===== src/design/phs_pkg.sv =====
// Shared types, constants and table functions of the phasor add/subtract block.
// Used by every module of the block; depends on nothing else.
`timescale 1ns / 1ps

package phs_pkg;

    // Defaults of the top-level parameters.
    localparam int DEF_CORDIC_STAGES = 16;
    localparam int DEF_DATA_WIDTH    = 16;

    // Fraction bits carried by amplitudes inside the CORDIC.
    localparam int GUARD = 8;
    // Binary angles inside the block: 2^32 is one full turn.
    localparam int ANG_W = 32;
    // Rotation residual angle, one sign bit above the binary angle.
    localparam int ZW    = ANG_W + 1;
    // Frequency tolerance register width.
    localparam int TOL_W = 16;
    // Width of the gain reciprocal constant.
    localparam int RW    = 28;

    // Control bits that travel beside the data through every stage.
    typedef struct packed {
        logic vld;
        logic mism;
        logic zero;
        logic sub;
    } t_ctl;

    // Arctangent of 2^-idx as a binary angle.
    function automatic logic [ANG_W-1:0] atan_at(input int idx);
        logic [ANG_W-1:0] v;
        v = '0;
        unique case (idx)
            0:  v = 32'h20000000;
            1:  v = 32'h12E4051E;
            2:  v = 32'h09FB385B;
            3:  v = 32'h051111D4;
            4:  v = 32'h028B0D43;
            5:  v = 32'h0145D7E1;
            6:  v = 32'h00A2F61E;
            7:  v = 32'h00517C55;
            8:  v = 32'h0028BE53;
            9:  v = 32'h00145F2F;
            10: v = 32'h000A2F98;
            11: v = 32'h000517CC;
            12: v = 32'h00028BE6;
            13: v = 32'h000145F3;
            14: v = 32'h0000A2FA;
            15: v = 32'h0000517D;
            16: v = 32'h000028BE;
            17: v = 32'h0000145F;
            18: v = 32'h00000A30;
            19: v = 32'h00000518;
            20: v = 32'h0000028C;
            21: v = 32'h00000146;
            22: v = 32'h000000A3;
            23: v = 32'h00000051;
            default: v = '0;
        endcase
        return v;
    endfunction

    // Squared CORDIC gain P in Q2.30; the user takes 2^58 / P as its reciprocal.
    function automatic logic [63:0] gain_prod(input int stages);
        logic [63:0] p;
        p = 64'd1 << 30;
        for (int i = 0; i < stages; i++) begin
            p = p + (p >> (2 * i));
        end
        return p;
    endfunction

endpackage


===== src/design/phs_norm.sv =====
// Operand normalization: non-negative frequency and amplitude, binary-angle phase.
// Depends on phs_pkg.
`timescale 1ns / 1ps

module phs_norm #(
    parameter int DATA_WIDTH = phs_pkg::DEF_DATA_WIDTH
) (
    input  logic signed [DATA_WIDTH-1:0]   i_amp,
    input  logic signed [DATA_WIDTH-1:0]   i_freq,
    input  logic signed [DATA_WIDTH-1:0]   i_phase,
    output logic        [DATA_WIDTH:0]     o_amp,
    output logic        [phs_pkg::ANG_W-1:0] o_ang,
    output logic        [DATA_WIDTH-1:0]   o_freq
);

    logic signed [DATA_WIDTH+1:0] c_a;
    logic signed [DATA_WIDTH:0]   c_f;
    logic        [DATA_WIDTH-1:0] c_p;

    // A negative frequency flips the whole sinusoid, then a negative amplitude adds pi.
    always_comb begin
        c_a = (DATA_WIDTH+2)'(i_amp);
        c_f = (DATA_WIDTH+1)'(i_freq);
        c_p = i_phase;
        if (c_f < 0) begin
            c_f = -c_f;
            c_p = -c_p;
            c_a = -c_a;
        end
        if (c_a < 0) begin
            c_a = -c_a;
            c_p = c_p ^ (DATA_WIDTH'(1) << (DATA_WIDTH - 1));
        end
    end

    assign o_amp  = c_a[DATA_WIDTH:0];
    assign o_freq = c_f[DATA_WIDTH-1:0];
    assign o_ang  = phs_pkg::ANG_W'(c_p) << (phs_pkg::ANG_W - DATA_WIDTH);

endmodule


===== config.mk =====
export PLATFORM = sky130hd
export DESIGN_NAME = phs_norm
export DESIGN_NICKNAME = d
export VERILOG_FILES = /design/src/design/phs_pkg.sv /design/src/design/phs_norm.sv
export SDC_FILE = /design/constraint.sdc
export NUM_CORES = 1
export LEC_CHECK = 0
export BUFFER_PORTS_ARGS = -buffer_cell sky130_fd_sc_hd__buf_4
export CAP_MARGIN = 20
export CORE_ASPECT_RATIO = 0.6
export CORE_MARGIN = 4
export CORE_UTILIZATION = 45
export DETAILED_ROUTE_END_ITERATION = 8
export PLACE_DENSITY = 0.85
export SLEW_MARGIN = 20
export SYNTH_ARGS = -nofsm -noshare
export SYNTH_HDL_FRONTEND = slang
export SYNTH_SLANG_ARGS = --single-unit

===== constraint.sdc =====
create_clock -name vclk -period 4.2
set_input_delay 0.63 -clock vclk [all_inputs]
set_output_delay 0.63 -clock vclk [all_outputs]
set_load 0.005 [all_outputs]

Yosys cells after proc, flatten, opt, wreduce, memory -nomap -nowiden. Cells that the tools add are included.

Register bits: 0. Input bits: 48. Output and inout bits: 65.

Add/sub/neg operators: 4. Magnitude comparators: 2. Mux-type cells: 5. Bitwise operators: 1.

Operators with widths (number): $mux 16 (3); $neg 16->16 (2); $lt 18x1->1 const B (1); $mux 18 (1); $neg 16->18 (1); $mux 17 (1); $neg 17->17 (1); $lt 16x1->1 const B (1); $not 1->1 (1).

Longest topological paths before layout.
Depth in word-level cells: 4. Gate-level depth with buffers: 9. Mapped depth without buffers: 8.

Worst setup path before layout. Ideal clock, no wire load.

Kind: input to output. From: in i_amp[0]. To: out o_amp[12]. Arrival: 2.760 ns. Data required time: 3.570 ns. Setup slack: 0.810 ns. Stages on the path: 9. Buffers on the path: 1. Cells stage by stage: inv_1 ha_1 or4b_2 buf_2 nor4_1 o21ai_0 a2111oi_4 a31oi_1 xnor2_1.

Longest elaborated chain between the ends: 4. Elaborated cells between the ends (all ways): 5.

RTL lines: from (decl) (line phs_norm.sv:8) `input logic signed [DATA_WIDTH-1:0] i_amp,`; $neg 16->18 (line phs_norm.sv:28) `c_a = -c_a;`; $mux 18 (*) (line phs_norm.sv:25) `if (c_f < 0) begin`; $neg 17->17 or $lt 18x1->1 (tied branches) (line phs_norm.sv:31, phs_norm.sv:30); $mux 17 (*) (line phs_norm.sv:30) `if (c_a < 0) begin`; to (decl) (line phs_norm.sv:11) `output logic [DATA_WIDTH:0] o_amp,`.

Every way passes the cells marked *; elsewhere a longest branch is shown, timed or not.

Final worst setup path. Same ends and word-level chain as after synthesis.

==> impl_metrics.csv <==
group,metric,value,unit
outcome,outcome,"completed",
grt,grtUsageTotal,18.9,%
timing,relSlewSlack,54.5,%
setup_path,end_kind,"output pin",
die,die_h,56.1,microns
routing,drt_wl_total,5200,microns
timing,worst_slew_pin_slew,0.676,ns
setup_path,path_max_fanout,8,
grt,grt_pass1_vias,1778,
routing,drt_iter0_markers,125,
grt,grt_max_degree,59,
setup_path,crit_start,"i_amp[0]",
final_layout,regArea,0,sq um
setup_path,cp-start-kind,"input port",
die,ioPinCount,113,
setup_path,path_cells,"buf_4, inv_1, ha_1, or3b_2, a211oi_1, nand4_1, a2111oi_4, a31oi_1, xnor2_1, buf_4",
final_layout,nNetsFinal,391,
pwr,ir_drop,63.2,uV
logic_synthesis,synthTopCellsByArea,"xnor2_1, buf_4, xor2_1",
final_layout,multi_input_area,1540,sq um
timing,fin_hold_ws,1.46,ns
placed_design,place.port_buffers,97,
routing,num_vias,2064,
logic_synthesis,syn_avg_cell_area,6.74,sq um
routing,drc,0,
timing,clock.fmax,0.252,GHz
logic_synthesis,synth_cell_type_count,47,
grt,gr-total-overflow,0,
die,die-area,4940,sq um
pwr,p_per_area,125,nW/um^2
final_layout,area_delta_synth_final,36.7,%
setup_path,crit_arrival,3.34,ns
setup_path,max_stage_delay,0.47,ns
timing,hold_viol_final,0,
timing,slew_violations,0,
final_layout,drive_above_1_share,32.9,%
timing,rsz0062_at_grt,"false",
logic_synthesis,yosys_warnings,0,
setup_path,slowest_stage,"or3b_2",
final_layout,diodes,0,
die,floorplan.initialDensity,47.1,%
die,core,3680,sq um
die,rows,17,
logic_synthesis,syn_area,1730,sq um
die,die_w,88.1,microns
setup_path,crit_required,3.57,ns
pwr,p_leak,1.03,nW
setup_path,critPathCapture,"o_amp[12]",
job,maxCapViolations,0,
placed_design,placed_cells,384,
timing,setup-violations-final,0,
clock_tree,cts_resized,0,
pwr,power.total,0.297,mW
routing,first_pass_iters,5,
routing,wl_per_cell,13.5,microns
routing,ant_nets,0,
min_path,hold_class,"input port to output pin",
final_layout,clkbuf_count,0,
final_layout,fillers,337,
routing,drt-vias-per-instance,5.38,
logic_synthesis,synth.yosys.seq_area_share,0,%
clock_tree,ctsHoldBuffers,0,
logic_synthesis,syn_inst,257,
timing,fin_setup_tns,0,ns
logic_synthesis,synthDominantCellAreaShare,22.3,%
grt,grt_first_pass_wirelength,8100,microns
timing,period_share,94.5,%
grt,antenna_found_initial,0,
final_layout,nFlopsAndLatches,0,
min_path,min_path_cells,2,
timing,min_period,3.97,ns
placed_design,hpwlAfterDp,4310,microns
clock_tree,cts_setup_buffers,0,
placed_design,gp_congestion,0.895,
setup_path,path_class,"input port to output pin",
final_layout,stdcell_count,384,
logic_synthesis,synth_top_cell_by_area,"xnor2_1",
setup_path,crit_top_cell,"buf_4",
## stage by stage
step | setup slack [ns] | utilization, % | instance area, sq um
3_5_place_dp | 0.170 | 64.2 | 2360
3_3_place_gp | 0.295 | 64.2 | 2360
5_1_grt | 0.0231 | 64.3 | 2370
2_1_floorplan | 0.810 | - | 1790
6_report | 0.229 | 64.3 | 2370
4_1_cts | 0.154 | 64.2 | 2360
## cell usage after synthesis (2+ instances only)
master / number
xnor2_1: 44
nand2_1: 29
buf_4: 20
nor2_1: 20
o21ai_0: 16
xor2_1: 13
o31ai_1: 11
inv_1: 8
a31oi_1: 6
nor3_1: 6
or4_1: 6
a21oi_1: 5
nor4_1: 5
buf_2: 4
clkbuf_1: 4
ha_1: 4
mux2i_1: 4
nor2b_1: 4
o41ai_1: 4
or2_2: 4
or3_1: 4
buf_1: 3
nand2b_1: 3
nand3_1: 3
buf_6: 2
nand4_1: 2
nor4b_1: 2
o21a_1: 2
## kinds of logic after synthesis
kind of cell / Yosys count / share of synthesized area [%]
AO/OA/AOI/OAI: 52 / 21.3
adder cells (fa/ha/maj): 4 / 2.89
multiplexers: 4 / 2.31
XOR/XNOR: 57 / 28.8
other: 1 / 0.217
AND/OR/NAND/NOR: 98 / 30.1
buffers and inverters: 41 / 14.4
## worst min-delay path by stage
stage / startpoint / endpoint / slack [ns]
final: i_phase[0] / o_ang[16] / 1.46
after global routing: i_phase[0] / o_ang[16] / 1.47
after CTS: i_phase[0] / o_ang[16] / 1.46
after detailed placement: i_phase[0] / o_ang[16] / 1.46
after global placement: i_phase[0] / o_ang[16] / 1.46
after floorplan: i_freq[14] / o_freq[15] / 1.30
## layer usage
| metal | vias to the layer above | global-route usage (%) | routed length (microns) |
|---|---|---|---|
| li1 | 1030 | - | - |
| met1 | 942 | 28.0 | 2380 |
| met2 | 90 | 31.5 | 2350 |
| met3 | 2 | 0.888 | 457 |
| met4 | 0 | 1.08 | 9 |
| met5 | - | 0 | 0 |
## where the power goes
part / switching (mW) / internal, mW / leakage (nW) / total (mW)
combinational: 0.138 / 0.159 / 1.03 / 0.297
sequential: 0 / 0 / 0 / 0
clock: 0 / 0 / 0 / 0
total: 0.138 / 0.159 / 1.03 / 0.297
## critical path: cells and delay by family
family / cells / cell delay [ns]
compound gates: 3 / 1.06
simple gates: 2 / 0.77
buf+inv: 3 / 0.38
fa+ha+maj: 1 / 0.28
xor+xnor: 1 / 0.22
## cells in the final DEF (no fill, tap or decap), drive strengths merged, types with 2 or more instances in the layout
cell	synthesis	final
a21oi	6	6
a31oi	6	6
buf	29	98
conb	1	16
ha	4	4
inv	8	8
mux2i	4	4
nand2	29	29
nand2b	3	3
nand3	3	3
nand4	2	2
nor2	20	20
nor2b	4	4
nor3	6	6
nor4	5	5
nor4b	2	2
o21a	2	2
o21ai	16	16
o31ai	11	11
o41ai	4	4
or2	5	5
or3	5	5
or4	8	8
xnor2	44	44
xor2	13	13
## area by class of cell
class	count	share of cell area, %
inverter	8	1.27
multi-input combinational	231	65.2
tap	47	2.48
timing repair buffer	98	31.1
(Power assumes the default switching activity.)
