--- src/design/phs_pkg.sv ---
// Shared types, constants and table functions of the phasor add/subtract block.
// Used by every module of the block; depends on nothing else.
`timescale 1ns / 1ps

package phs_pkg;

    // Defaults of the top-level parameters.
    localparam int DEF_CORDIC_STAGES = 16;
    localparam int DEF_DATA_WIDTH    = 16;

    // Fraction bits carried by amplitudes inside the CORDIC.
    localparam int GUARD = 8;
    // Binary angles inside the block: 2^32 is one full turn.
    localparam int ANG_W = 32;
    // Rotation residual angle, one sign bit above the binary angle.
    localparam int ZW    = ANG_W + 1;
    // Frequency tolerance register width.
    localparam int TOL_W = 16;
    // Width of the gain reciprocal constant.
    localparam int RW    = 28;

    // Control bits that travel beside the data through every stage.
    typedef struct packed {
        logic vld;
        logic mism;
        logic zero;
        logic sub;
    } t_ctl;

    // Arctangent of 2^-idx as a binary angle.
    function automatic logic [ANG_W-1:0] atan_at(input int idx);
        logic [ANG_W-1:0] v;
        v = '0;
        unique case (idx)
            0:  v = 32'h20000000;
            1:  v = 32'h12E4051E;
            2:  v = 32'h09FB385B;
            3:  v = 32'h051111D4;
            4:  v = 32'h028B0D43;
            5:  v = 32'h0145D7E1;
            6:  v = 32'h00A2F61E;
            7:  v = 32'h00517C55;
            8:  v = 32'h0028BE53;
            9:  v = 32'h00145F2F;
            10: v = 32'h000A2F98;
            11: v = 32'h000517CC;
            12: v = 32'h00028BE6;
            13: v = 32'h000145F3;
            14: v = 32'h0000A2FA;
            15: v = 32'h0000517D;
            16: v = 32'h000028BE;
            17: v = 32'h0000145F;
            18: v = 32'h00000A30;
            19: v = 32'h00000518;
            20: v = 32'h0000028C;
            21: v = 32'h00000146;
            22: v = 32'h000000A3;
            23: v = 32'h00000051;
            default: v = '0;
        endcase
        return v;
    endfunction

    // Squared CORDIC gain P in Q2.30; the user takes 2^58 / P as its reciprocal.
    function automatic logic [63:0] gain_prod(input int stages);
        logic [63:0] p;
        p = 64'd1 << 30;
        for (int i = 0; i < stages; i++) begin
            p = p + (p >> (2 * i));
        end
        return p;
    endfunction

endpackage

--- src/design/phs_vec_stage.sv ---
// One registered CORDIC vectoring step, driven by the sign of y; accumulates the angle.
// Depends on phs_pkg.
`timescale 1ns / 1ps

module phs_vec_stage #(
    parameter int W   = 28,
    parameter int IDX = 0
) (
    input  logic                             i_clk,
    input  logic                             i_en,
    input  logic signed [W-1:0]              i_x,
    input  logic signed [W-1:0]              i_y,
    input  logic        [phs_pkg::ANG_W-1:0] i_acc,
    output logic signed [W-1:0]              o_x,
    output logic signed [W-1:0]              o_y,
    output logic        [phs_pkg::ANG_W-1:0] o_acc
);

    logic signed [W-1:0]              c_dx;
    logic signed [W-1:0]              c_dy;
    logic        [phs_pkg::ANG_W-1:0] c_atan;
    logic signed [W-1:0]              r_x;
    logic signed [W-1:0]              r_y;
    logic        [phs_pkg::ANG_W-1:0] r_acc;

    assign c_dx   = i_y >>> IDX;
    assign c_dy   = i_x >>> IDX;
    assign c_atan = phs_pkg::atan_at(IDX);

    // Drive y toward zero; the angle wraps modulo one turn.
    always_ff @(posedge i_clk) begin
        if (i_en) begin
            if (!i_y[W-1]) begin
                r_x   <= i_x + c_dx;
                r_y   <= i_y - c_dy;
                r_acc <= i_acc + c_atan;
            end else begin
                r_x   <= i_x - c_dx;
                r_y   <= i_y + c_dy;
                r_acc <= i_acc - c_atan;
            end
        end
    end

    assign o_x   = r_x;
    assign o_y   = r_y;
    assign o_acc = r_acc;

endmodule

--- config.mk ---
export PLATFORM = sky130hd
export DESIGN_NAME = phs_vec_stage
export DESIGN_NICKNAME = d
export VERILOG_FILES = /design/src/design/phs_pkg.sv /design/src/design/phs_vec_stage.sv
export SDC_FILE = /design/constraint.sdc
export NUM_CORES = 1
export LEC_CHECK = 0
export ABC_AREA = 1
export BUFFER_PORTS_ARGS = -buffer_cell sky130_fd_sc_hd__buf_2
export CAP_MARGIN = 30
export CORE_UTILIZATION = 35
export CTS_CLUSTER_SIZE = 25
export DETAILED_ROUTE_END_ITERATION = 12
export SLEW_MARGIN = 5
export SYNTH_ARGS = -nofsm -noshare
export SYNTH_HDL_FRONTEND = slang
export SYNTH_SLANG_ARGS = --single-unit
--- constraint.sdc ---
create_clock -name i_clk -period 4.2 [get_ports i_clk]
set_clock_uncertainty 0.15 [all_clocks]
set_input_delay 0 -clock i_clk [delete_from_list [all_inputs] [get_ports i_clk]]
set_output_delay 0 -clock i_clk [all_outputs]
set_load 0.01 [all_outputs]
======== Word-level counts from Yosys, hierarchy flattened ========
Index checks and enable logic that the tools add are counted.
storage, ports and cells
  register bits after elaboration ......... 88
  word-level logic and storage cells ...... 11
  input bits .............................. 90
operators by class
  muxes and demuxes ....................... 3
  $add $sub $neg .......................... 5
operators by type and width
  cell                                                  count
  two-way mux 28 bit                                    2
  subtractor 28 bit                                     2
  adder 32 x 30 -> 32 bit (second input constant)       1
  two-way mux 32 bit                                    1
  subtractor 32 x 30 -> 32 bit (second input constant)  1
  adder 28 bit                                          1

======== Depth between registers and ports, before layout ========
  word-level depth ........................ 2
  gate-level depth with buffers ........... 16

======== Worst setup path before layout ========
OpenSTA, ideal clock, no wires.
  path kind ............................... input-to-reg
  start ................................... in i_x[0]
  end ..................................... reg r_x[14], in the netlist o_x[14] (data pin)
  arrival time ............................ 1.430 ns
  data required time ...................... 3.797 ns
  stages .................................. 13
  path slack .............................. 2.367 ns
  buffers on the path ..................... 0
  setup time .............................. 0.253 ns
  path through ............................ ha_1 > inv_1 > fa_1 > inv_1 > nand2_1 > o21ai_1 > nand2_1 > nand2_1 > nand3_1 > nand3_1 > nand2_1 > nand3_1 > nand2_1
on the way
  cells in the longest elaborated chain, start to end .. 2
RTL lines
  element                                            line                                      source
  from (decl)                                        phs_vec_stage.sv:11                       input logic signed [W-1:0] i_x,
  adder 28 bit or subtractor 28 bit (tied branches)  phs_vec_stage.sv:34, phs_vec_stage.sv:38
  two-way mux 28 bit *                               phs_vec_stage.sv:33                       if (!i_y[W-1]) begin
  to (signal assigned)                               phs_vec_stage.sv:34                       r_x <= i_x + c_dx;
  to (signal assigned)                               phs_vec_stage.sv:38                       r_x <= i_x - c_dx;
  to (decl)                                          phs_vec_stage.sv:22                       logic signed [W-1:0] r_x;
Mark *: on every way between the ends. The rest lies on a longest branch, timed or not.
A chain may end at the register's enable or synchronous reset.

======== Final worst setup path ========
  start ................................... in i_y[0]
  end ..................................... reg r_y[22], in the netlist o_y[22] (data pin)
on the way
  cells in the longest elaborated chain, start to end .. 2
RTL lines
  element                                            line                                      source
  from (decl)                                        phs_vec_stage.sv:12                       input logic signed [W-1:0] i_y,
  subtractor 28 bit or adder 28 bit (tied branches)  phs_vec_stage.sv:35, phs_vec_stage.sv:39
  two-way mux 28 bit *                               phs_vec_stage.sv:33
  to (signal assigned)                               phs_vec_stage.sv:35                       r_y <= i_y - c_dy;
  to (signal assigned)                               phs_vec_stage.sv:39                       r_y <= i_y + c_dy;
  to (decl)                                          phs_vec_stage.sv:23                       logic signed [W-1:0] r_y;
Marks and branches as above.

==> out/metrics.cfg <==
[global_route]
grt_pass1_wl_um=46300
grt-ovfl-total=0
gr-usage-all-layers_pct=22.4
antenna_found_initial=0
gr-usage-met2_pct=36.4
use_met1_pct=30.0
grt.busiest_layer=met2
grt_pass1_vias=8844
grt_max_degree=67
use_met3_pct=3.50

[die]
coreArea_mm2=0.0254
rows=58
die-area_mm2=0.0268
die_y_um=164
ioPinCount=178
die_x_um=164
initial_utilization_pct=36.0

[pwr]
internal-power_mw=1.96
p_comb_share_pct=37.3
powerDensity_mw_per_mm2=295
leakage_nw=5.73
power_frac_seq_pct=35.2
swShare_pct=38.5
vdd_drop_max_v=0.000171
power.switching_mw=1.22
p_clk_share_pct=27.5

[setup_path]
crit_buf_inv=4
cp.arrival_ns=2.60
required_ns=4.17
startpoint=i_y[0]
crit_type=input pin to register
cp-start-kind=input pin
path_max_fanout=4
critical_path.max_stage_delay_ns=0.51
path_common_cell=nand2_1
cp.depth=15
cpLargestDelayFamily=buffers and inverters
cp-end-kind=register
worstSetupEndpoint=o_y[22]
slowest_stage=dlygate4sd3_1
path_cells=dlygate4sd3_1 > buf_2 > ha_1 > inv_1 > fa_1 > inv_1 > nand2_1 > o21ai_1 > nand2_1 > nand2_1 > nand2_1 > nand3_1 > nand2_1 > nand3_1 > nand2_1

[clock_network]
cts_setup_buffers=0
cts_tree=built
cts_root_buffer=clkbuf_16
clock_tree.buffer_depth=2
cts_sinks=87
numCtsBuffers=9
clk_pin_slew_worst_paths_ns=0.09
cts_resized=0
htree_levels=3

[synthesis]
ys_types=35
synth_compound_area_share_pct=10.7
ys.warnings.count=0
synth_seq_area_share_pct=28.6
syn-num-nets=1541
synth_top_family_by_area=simple AND/OR/NAND/NOR gates
synth_xor_area_share_pct=1.72
synthMuxAreaShare_pct=0
syn_inst=1359
synth-simple-area-share_pct=32.5
netlist_area_mm2=0.00915
synth.avg_cell_area_um2=6.73
synthAdderAreaFrac_pct=12.9
ys_ff_latch=87

[place]
hpwl_um=24000
port_buffers=177
globalplace.congestion=0.946

[finish]
fillCellCount=2726
diodes=0
nNetsFinal=1729
areaGrowthSynthToFinish_pct=18.1
final_core_util_pct=42.5
drive_above_1_share_pct=15.5

[timing]
slew_violations=0
grt_setup_unrepaired=false
post-route-min-period_ns=2.63
fin_setup_tns_ns=0
setup_viol=0
tightest_slew_ns=0.948
fmax_mhz=380
maxSlewHeadroom_pct=36.8
fin_crit_sh_pct=62.6
finalHoldViolations=0

[route]
drt_iter0_drc=609
drt-vias-per-instance=4.98
post_drt_wl_per_cell_um=15.8
drc=0
ant_nets=0
num_vias=9371
firstDrtPassIters=5
totalWireLength_um=29800

[status]
status=completed

[min_path]
holdCritPathClass=input pin to register

[job]
maxCapViolations=0

[flip-flops by register name, summed over array words and instances (netlist names)]
signal and cells:
o_acc 32, o_x 27, o_y 28
[cell families (layout without fill, tap and decap cells)]
group	count (synthesis)	count (layout)
simple gates	700	700
buf+inv	286	479
compound gates	176	176
fa+ha+maj	92	92
flops	87	87
xor+xnor	18	18
[power by group through the flow]
stage	sequential (mW)	clock, mW	combinational [mW]
6_report	1.12	0.874	1.19
5_1_grt	1.13	0.924	1.33
4_1_cts	1.12	0.898	1.18
3_5_place_dp	1.14	0	1.15
2_1_floorplan	1.19	0	0.706
3_3_place_gp	1.14	0	1.14
[cells in the mapped netlist]
master,n,area [um2]
buf_2,8,40.0
nand3_1,125,626
ha_1,88,1100
or2_0,1,6.26
buf_6,13,146
xor2_1,16,140
o21bai_4,1,18.8
nand3_2,1,10.0
nand2_2,7,43.8
fa_1,4,80.1
nor3_2,2,20.0
o21ai_0,48,240
a211oi_1,1,7.51
o22ai_1,7,43.8
o21ai_1,10,50.1
nor2_4,3,33.8
buf_4,8,60.1
xnor2_1,2,17.5
inv_1,239,897
clkbuf_1,4,15.0
o21bai_1,15,113
clkbuf_8,4,55.1
a21boi_0,1,7.51
o21a_1,2,15.0
a31oi_1,4,25.0
a21oi_1,82,410
a21oi_2,5,43.8
nor2_2,17,106
nor3_1,4,20.0
nor2_1,70,263
edfxtp_1,87,2610
inv_2,10,37.5
nand2_1,438,1640
nor4_1,1,6.26
nand4_1,31,194
[final cells by class]
cell class | count | area [um2] | area share (%)
Multi-Input combinational cell | 986 | 5290 | 48.9
Sequential cell | 87 | 2610 | 24.2
Timing Repair Buffer | 214 | 1250 | 11.6
Inverter | 249 | 935 | 8.65
Tap cell | 330 | 413 | 3.82
Clock buffer | 9 | 225 | 2.08
Clock inverter | 7 | 81.3 | 0.753
[layout by cell type, fill, tap and decap left out, types with 15 or more instances in the layout]
cell and count:
o21ai_0 48, nand2_1 438, dlygate4sd3_1 34, nor2_2 17, a21oi_1 82, nand4_1 31, edfxtp_1 87, o21bai_1 15
ha_1 88, nor2_1 70, buf_2 176, inv_1 239, xor2_1 16, nand3_1 125
[through the flow]
| stage | instances | power, mW | worst slack [ns] | hold slack (ns) | cell area (um2) |
|---|---|---|---|---|---|
| 6_report | 1882 | 3.18 | 1.57 | 0.0130 | 10800 |
| 3_5_place_dp | 1832 | 2.29 | 1.76 | 0.0282 | 10200 |
| 5_1_grt | 1882 | 3.38 | 1.38 | 0.0285 | 10800 |
| 3_3_place_gp | 1832 | 2.28 | 1.77 | 0.0262 | 10200 |
| 2_1_floorplan | 1359 | 1.90 | 2.37 | -0.0511 | 9150 |
| 4_1_cts | 1882 | 3.20 | 1.63 | 0.00573 | 10800 |
[worst min path at each step]
stage | start | end | depth (start not counted)
6_report | i_acc[30] | o_acc[30] | 4
5_1_grt | i_acc[30] | o_acc[30] | 4
4_1_cts | i_acc[30] | o_acc[30] | 4
3_5_place_dp | i_acc[9] | o_acc[9] | 1
3_3_place_gp | i_acc[19] | o_acc[19] | 1
2_1_floorplan | i_acc[0] | o_acc[0] | 0
[per-layer routing]
metal / share of wire, % / wire length, um / vias to the layer above
met2: 45 / 13300 / 340
met4: 2.6 / 787 / 0
met5: 0 / 0 / -
li1: - / - / 4706
met3: 6.5 / 1950 / 46
met1: 46 / 13700 / 4279
[timing repair]
action	4_1_cts	5_1_grt
setup endpoints to repair	0	0
hold endpoints to repair	33	0
hold buffers	34	0
Power figures use the tool's default switching activity.
