[config.mk]
export PLATFORM = sky130hd
export DESIGN_NAME = phs_rot_stage
export DESIGN_NICKNAME = d
export VERILOG_FILES = /design/src/design/phs_pkg.sv /design/src/design/phs_rot_stage.sv
export SDC_FILE = /design/constraint.sdc
export NUM_CORES = 1
export LEC_CHECK = 0
export BUFFER_PORTS_ARGS = -buffer_cell sky130_fd_sc_hd__buf_2
export CELL_PAD_IN_SITES_DETAIL_PLACEMENT = 0
export CELL_PAD_IN_SITES_GLOBAL_PLACEMENT = 1
export CORE_MARGIN = 3
export CORE_UTILIZATION = 40
export CTS_BUF_LIST = sky130_fd_sc_hd__clkbuf_4 sky130_fd_sc_hd__clkbuf_8
export DETAILED_ROUTE_END_ITERATION = 10
export MAX_ROUTING_LAYER = met4
export PLACE_DENSITY_LB_ADDON = 0.1
export SETUP_SLACK_MARGIN = 0.1
export SYNTH_ARGS = -nofsm -noshare
export SYNTH_HDL_FRONTEND = slang
export SYNTH_SLANG_ARGS = --single-unit
[constraint.sdc]
create_clock -name i_clk -period 5.2 [get_ports i_clk]
set_clock_uncertainty 0.15 [all_clocks]
set_input_delay 0.78 -clock i_clk [delete_from_list [all_inputs] [get_ports i_clk]]
set_output_delay 0.78 -clock i_clk [all_outputs]
set_load 0.01 [all_outputs]
[src/design/phs_pkg.sv]
// Shared types, constants and table functions of the phasor add/subtract block.
// Used by every module of the block; depends on nothing else.
`timescale 1ns / 1ps

package phs_pkg;

    // Defaults of the top-level parameters.
    localparam int DEF_CORDIC_STAGES = 16;
    localparam int DEF_DATA_WIDTH    = 16;

    // Fraction bits carried by amplitudes inside the CORDIC.
    localparam int GUARD = 8;
    // Binary angles inside the block: 2^32 is one full turn.
    localparam int ANG_W = 32;
    // Rotation residual angle, one sign bit above the binary angle.
    localparam int ZW    = ANG_W + 1;
    // Frequency tolerance register width.
    localparam int TOL_W = 16;
    // Width of the gain reciprocal constant.
    localparam int RW    = 28;

    // Control bits that travel beside the data through every stage.
    typedef struct packed {
        logic vld;
        logic mism;
        logic zero;
        logic sub;
    } t_ctl;

    // Arctangent of 2^-idx as a binary angle.
    function automatic logic [ANG_W-1:0] atan_at(input int idx);
        logic [ANG_W-1:0] v;
        v = '0;
        unique case (idx)
            0:  v = 32'h20000000;
            1:  v = 32'h12E4051E;
            2:  v = 32'h09FB385B;
            3:  v = 32'h051111D4;
            4:  v = 32'h028B0D43;
            5:  v = 32'h0145D7E1;
            6:  v = 32'h00A2F61E;
            7:  v = 32'h00517C55;
            8:  v = 32'h0028BE53;
            9:  v = 32'h00145F2F;
            10: v = 32'h000A2F98;
            11: v = 32'h000517CC;
            12: v = 32'h00028BE6;
            13: v = 32'h000145F3;
            14: v = 32'h0000A2FA;
            15: v = 32'h0000517D;
            16: v = 32'h000028BE;
            17: v = 32'h0000145F;
            18: v = 32'h00000A30;
            19: v = 32'h00000518;
            20: v = 32'h0000028C;
            21: v = 32'h00000146;
            22: v = 32'h000000A3;
            23: v = 32'h00000051;
            default: v = '0;
        endcase
        return v;
    endfunction

    // Squared CORDIC gain P in Q2.30; the user takes 2^58 / P as its reciprocal.
    function automatic logic [63:0] gain_prod(input int stages);
        logic [63:0] p;
        p = 64'd1 << 30;
        for (int i = 0; i < stages; i++) begin
            p = p + (p >> (2 * i));
        end
        return p;
    endfunction

endpackage

[src/design/phs_rot_stage.sv]
// One registered CORDIC rotation step, driven by the sign of the residual angle.
// Depends on phs_pkg.
`timescale 1ns / 1ps

module phs_rot_stage #(
    parameter int W   = 28,
    parameter int IDX = 0
) (
    input  logic                          i_clk,
    input  logic                          i_en,
    input  logic signed [W-1:0]           i_x,
    input  logic signed [W-1:0]           i_y,
    input  logic signed [phs_pkg::ZW-1:0] i_z,
    output logic signed [W-1:0]           o_x,
    output logic signed [W-1:0]           o_y,
    output logic signed [phs_pkg::ZW-1:0] o_z
);

    logic signed [W-1:0]           c_dx;
    logic signed [W-1:0]           c_dy;
    logic signed [phs_pkg::ZW-1:0] c_atan;
    logic signed [W-1:0]           r_x;
    logic signed [W-1:0]           r_y;
    logic signed [phs_pkg::ZW-1:0] r_z;

    assign c_dx   = i_y >>> IDX;
    assign c_dy   = i_x >>> IDX;
    assign c_atan = signed'({1'b0, phs_pkg::atan_at(IDX)});

    // Rotate toward a zero residual angle.
    always_ff @(posedge i_clk) begin
        if (i_en) begin
            if (!i_z[phs_pkg::ZW-1]) begin
                r_x <= i_x - c_dx;
                r_y <= i_y + c_dy;
                r_z <= i_z - c_atan;
            end else begin
                r_x <= i_x + c_dx;
                r_y <= i_y - c_dy;
                r_z <= i_z + c_atan;
            end
        end
    end

    assign o_x = r_x;
    assign o_y = r_y;
    assign o_z = r_z;

endmodule

After elaboration in Yosys (flattened, before gate mapping)
Cells that the tools add are included.

Bitwise gates (word level): 0. Div/mod/pow operators: 0. Add/subtract/negate cells: 5. Magnitude comparators: 0. Reduce and logical (&&, ||, !) cells: 0. Multiplexer cells: 3. Shifts and indexed selects: 0. Multipliers: 0. Equality and inequality tests: 0.

Operators with widths (count): two-way mux 28 bit (2); subtractor 28 bit (2); adder 33 x 31 -> 33 bit, second input constant (1); two-way mux 33 bit (1); subtractor 33 x 31 -> 33 bit, second input constant (1); adder 28 bit (1).

Memories: 0. Bits in registers: 89. Output and inout bits: 89. Input port bits: 91. Logic and storage cells: 11. Memory bits (read-only): 0. Memory bits (writable): 0. Bits in latches: 0.

Logic depth before layout (Yosys ltp)
Depth after elaboration: 2. Mapped depth: 12. Depth with buffers taken out: 12.

Worst setup path before layout
Ideal clock, no wire load.

Path type: input -> register. Start: input i_x[0]. End: register r_x[24] (netlist: o_x[24]) (data pin). Required time: 4782 ps. Slack: 1842 ps. Stages on the path: 12. Arrival: 2941 ps. Path buffers: 0. Library setup time: 268 ps. Path through: inv_1 ha_1 fa_1 nand4b_1 a311oi_1 nor4b_1 o31a_1 o21ai_0 nand2b_1 o2111ai_1 o21ai_0 xnor2_1.

Longest elaborated chain between the ends: 2. Elaborated cells between the ends (all ways): 3. Classes of those cells: 2 x add/sub; 1 x mux.

Ends and longest elaborated chain: from (decl) (line phs_rot_stage.sv:11) `input logic signed [W-1:0] i_x,`; subtractor 28 bit / adder 28 bit (equally long branches) (line phs_rot_stage.sv:34, phs_rot_stage.sv:38); two-way mux 28 bit (*) (line phs_rot_stage.sv:33) `if (!i_z[phs_pkg::ZW-1]) begin`; to (signal assigned) (line phs_rot_stage.sv:34) `r_x <= i_x - c_dx;`; to (signal assigned) (line phs_rot_stage.sv:38) `r_x <= i_x + c_dx;`; to (decl) (line phs_rot_stage.sv:22) `logic signed [W-1:0] r_x;`.

Mark *: on every way between the ends. The rest lies on a longest branch, timed or not. A chain may end at the register's enable or synchronous reset.

Worst setup path in the final report
Start: input i_x[3]. End: register r_y[25] (netlist: o_y[25]) (data pin).

Longest elaborated chain between the ends: 2. Elaborated cells between the ends (all ways): 3. Classes of those cells: 2 x add/sub; 1 x mux.

Ends and longest elaborated chain: adder 28 bit / subtractor 28 bit (equally long branches) (line phs_rot_stage.sv:35, phs_rot_stage.sv:39); two-way mux 28 bit (*) (line phs_rot_stage.sv:33); to (signal assigned) (line phs_rot_stage.sv:35) `r_y <= i_y + c_dy;`; to (signal assigned) (line phs_rot_stage.sv:39) `r_y <= i_y - c_dy;`; to (decl) (line phs_rot_stage.sv:23) `logic signed [W-1:0] r_y;`.

Marks and branches as above.

==> flow_summary_export.csv <==
group,metric,value,unit
cts,clkTransAtPathRegs,0.11,ns
pwr,clkPwrFrac,23.9,%
pwr,p_int,1.44,mW
logic_synthesis,syn_nets,927,
place,post-place-ws,0.929,ns
cells_and_area,antennaDiodeCount,0,
global_route,grt.busiest_layer,"met2",
pwr,ir_drop,0.127,mV
cells_and_area,layout.cells.non_filler,1136,
setup_path,cp_data_required_time,5.19,ns
floorplanning,coreArea,17400,um^2
logic_synthesis,ys_warn_count,0,
pwr,power.density,268,nW/um^2
routing,vias_per_cell,5.43,
cells_and_area,fin_area,8350,um^2
global_route,grt_usage,21.8,%
sta,finalCritPeriodShare,77.7,%
sta,rsz0062_at_grt,"false",
logic_synthesis,yosysUniqueCellTypes,69,
setup_path,crit_slowest_cell,"o311ai_0",
cells_and_area,area_growth,17.6,%
cts,cts.sinks,88,
cells_and_area,layout_common_cells,"178 x buf_2, 88 x edfxtp_1, 86 x inv_1",
routing,wirelength,21000,um
floorplanning,row_count,48,
logic_synthesis,ys.flop_type,"edfxtp_1",
cts,htree_levels,3,
worst_hold_path,hold_path_class,"input port to register",
sta,hold_violations,0,
cells_and_area,final.fill_count,1724,
sta,drv_slew,0,
global_route,met2_usage,33.3,%
cells_and_area,finish.utilization,48.1,%
sta,fin_ws,1.16,ns
run,max_cap_viol_count,0,
cts,cts_tree,"done",
setup_path,crit_buf_inv,2,
routing,ant_nets,0,
global_route,grt_max_degree,65,
logic_synthesis,synth_area,7100,um^2
routing,wl_per_cell,18.5,um
floorplanning,ioPinCount,180,
place,place_congestion,0.897,
cts,cts_root_buf,"clkbuf_8",
status,status,"completed",
setup_path,worstSetupEndpointType,"register",
cts,cts-buffers-inserted,9,
cts,clock_path_buffers,2,
routing,drtPass1Iterations,5,
global_route,met3_usage,3.07,%
place,port-buffer-count,179,
cts,cts.repair.resized,0,
floorplanning,initial_core_util,40.9,%
cells_and_area,drive_above_1_share,23.1,%
sta,holdWs,0.429,ns
logic_synthesis,syn_inst,749,
sta,fmax,247,MHz
cts,cts_setup_buffers,0,
sta,tightestPinTransition,0.869,ns
logic_synthesis,synth_area_per_cell,9.48,um^2
floorplanning,die_x,139,um
setup_path,path_cells,"buf_2 -> inv_1 -> ha_1 -> a21oi_1 -> nor2_1 -> o311ai_0 -> a21boi_0 -> o211a_1 -> nor3_1 -> o2111a_1 -> a211oi_1 -> xor2_1",
place,placed_cells,1120,
setup_path,critical_path_arrival,4.03,ns
floorplanning,die_area,19400,um^2
routing,vias,6166,
global_route,grt_overflow_total,0,
logic_synthesis,synthArstFlopShare,0,%
routing,drt-initial-drc-count,365,
global_route,grt_pass1_wl,33000,um
sta,setup_tns,0,ns
setup_path,cp_max_fo,11,
pwr,p_leak,3.79,nW
floorplanning,die_h,139,um
cells_and_area,layout.nets,1084,
global_route,use_met1,30.3,%
routing,drc,0,
sta,relSlewSlack,42.0,%
cts,holdBufCountCts,0,
place,dp_hpwl,16300,um
pwr,p_sw,0.792,mW
cells_and_area,layout_commonest_cell,"buf_2",
pwr,p_total,2.23,mW
setup_path,path_class,"input port to register",
global_route,antenna_found_initial,0,
logic_synthesis,synth_edf_count,88,
logic_synthesis,ys_ff_latch,88,
pwr,p_sw_share,35.5,%
global_route,grt_pass1_vias,6063,
setup_path,crit_family,"compound AO/OA/AOI/OAI gates",
sta,final-setup-viol-count,0,
pwr,seq_power_share,41.8,%
logic_synthesis,ys_seq_area_share,37.2,%
place,dpl_cell_area,8140,um^2
setup_path,slowest_delay,0.63,ns
pwr,pwr-share-comb,34.3,%
sta,period_needed,4.04,ns
setup_path,start_kind,"input port",
==> routing by layer <==
layer  up-vias  share of wire (%)
li1       2971                  -
met1      2903                 48
met2       256                 44
met3        36                6.0
met4         0                2.1
met5         -                  0
==> synth_stat cells, types with 3 or more instances <==
| cell | instances | share of area [%] |
|---|---|---|
| a211oi_1 | 6 | 0.63 |
| a21boi_0 | 4 | 0.42 |
| a21o_1 | 15 | 1.6 |
| a21oi_1 | 78 | 5.5 |
| a311o_1 | 3 | 0.42 |
| a311oi_1 | 4 | 0.49 |
| a31oi_1 | 4 | 0.35 |
| and3_1 | 3 | 0.26 |
| buf_1 | 6 | 0.32 |
| buf_2 | 7 | 0.49 |
| buf_4 | 3 | 0.32 |
| clkbuf_1 | 19 | 1.0 |
| edfxtp_1 | 88 | 37 |
| fa_1 | 4 | 1.1 |
| ha_1 | 83 | 15 |
| inv_1 | 86 | 4.5 |
| mux2i_1 | 16 | 2.3 |
| nand2_1 | 34 | 1.8 |
| nand2b_1 | 5 | 0.44 |
| nand3_1 | 8 | 0.56 |
| nand4b_1 | 3 | 0.37 |
| nor2_1 | 63 | 3.3 |
| nor2b_1 | 11 | 0.97 |
| nor3_1 | 9 | 0.63 |
| nor3b_1 | 3 | 0.32 |
| nor4_1 | 4 | 0.35 |
| o2111ai_1 | 5 | 0.62 |
| o211ai_1 | 6 | 0.63 |
| o21a_1 | 6 | 0.63 |
| o21ai_0 | 34 | 2.4 |
| o21ai_1 | 5 | 0.35 |
| o21bai_1 | 7 | 0.74 |
| o22ai_1 | 3 | 0.26 |
| o31ai_1 | 11 | 1.2 |
| o41ai_1 | 4 | 0.49 |
| or3_1 | 5 | 0.44 |
| xnor2_1 | 42 | 5.2 |
| xor2_1 | 12 | 1.5 |
==> worst paths after layout <==
| kind | startpoint | endpoint | slack (ns) | cells past startpoint |
|---|---|---|---|---|
| setup / recovery | i_x[3] | o_y[25] | 1.16 | 12 |
| hold / removal | i_z[13] | o_z[13] | 0.43 | 1 |
==> logic make-up after synthesis <==
family	count (synthesis)	synth area share, %
XOR/XNOR	54	6.66
buffers and inverters	125	7.00
multiplexers	17	2.42
AND/OR/NAND/NOR	158	10.6
AO/OA/AOI/OAI	220	20.4
flip-flops	88	37.2
adder cells (fa/ha/maj)	87	15.8
==> power groups by stage <==
stage	logic, mW	clock network (mW)	registers, mW
final	0.766	0.534	0.933
after global routing	0.846	0.587	0.944
after floorplan	0.422	0	1.01
after global placement	0.768	0	0.948
after CTS	0.770	0.555	0.935
after detailed placement	0.763	0	0.950
==> flip-flops by register name (all words and copies together), names as in the netlist <==
name and cells:
o_x 27, o_z 33, o_y 28
==> cell type report <==
class | instances | area [um^2] | area share, %
multi-input cells | 536 | 3960 | 47.4
repair buffers | 182 | 921 | 11.0
clock inverters | 7 | 87.6 | 1.05
well taps | 225 | 282 | 3.37
flip-flops and latches | 88 | 2640 | 31.7
clock buffers | 9 | 124 | 1.48
inverters | 89 | 334 | 4.00
Note: power is estimated with default switching activity, not from simulation.
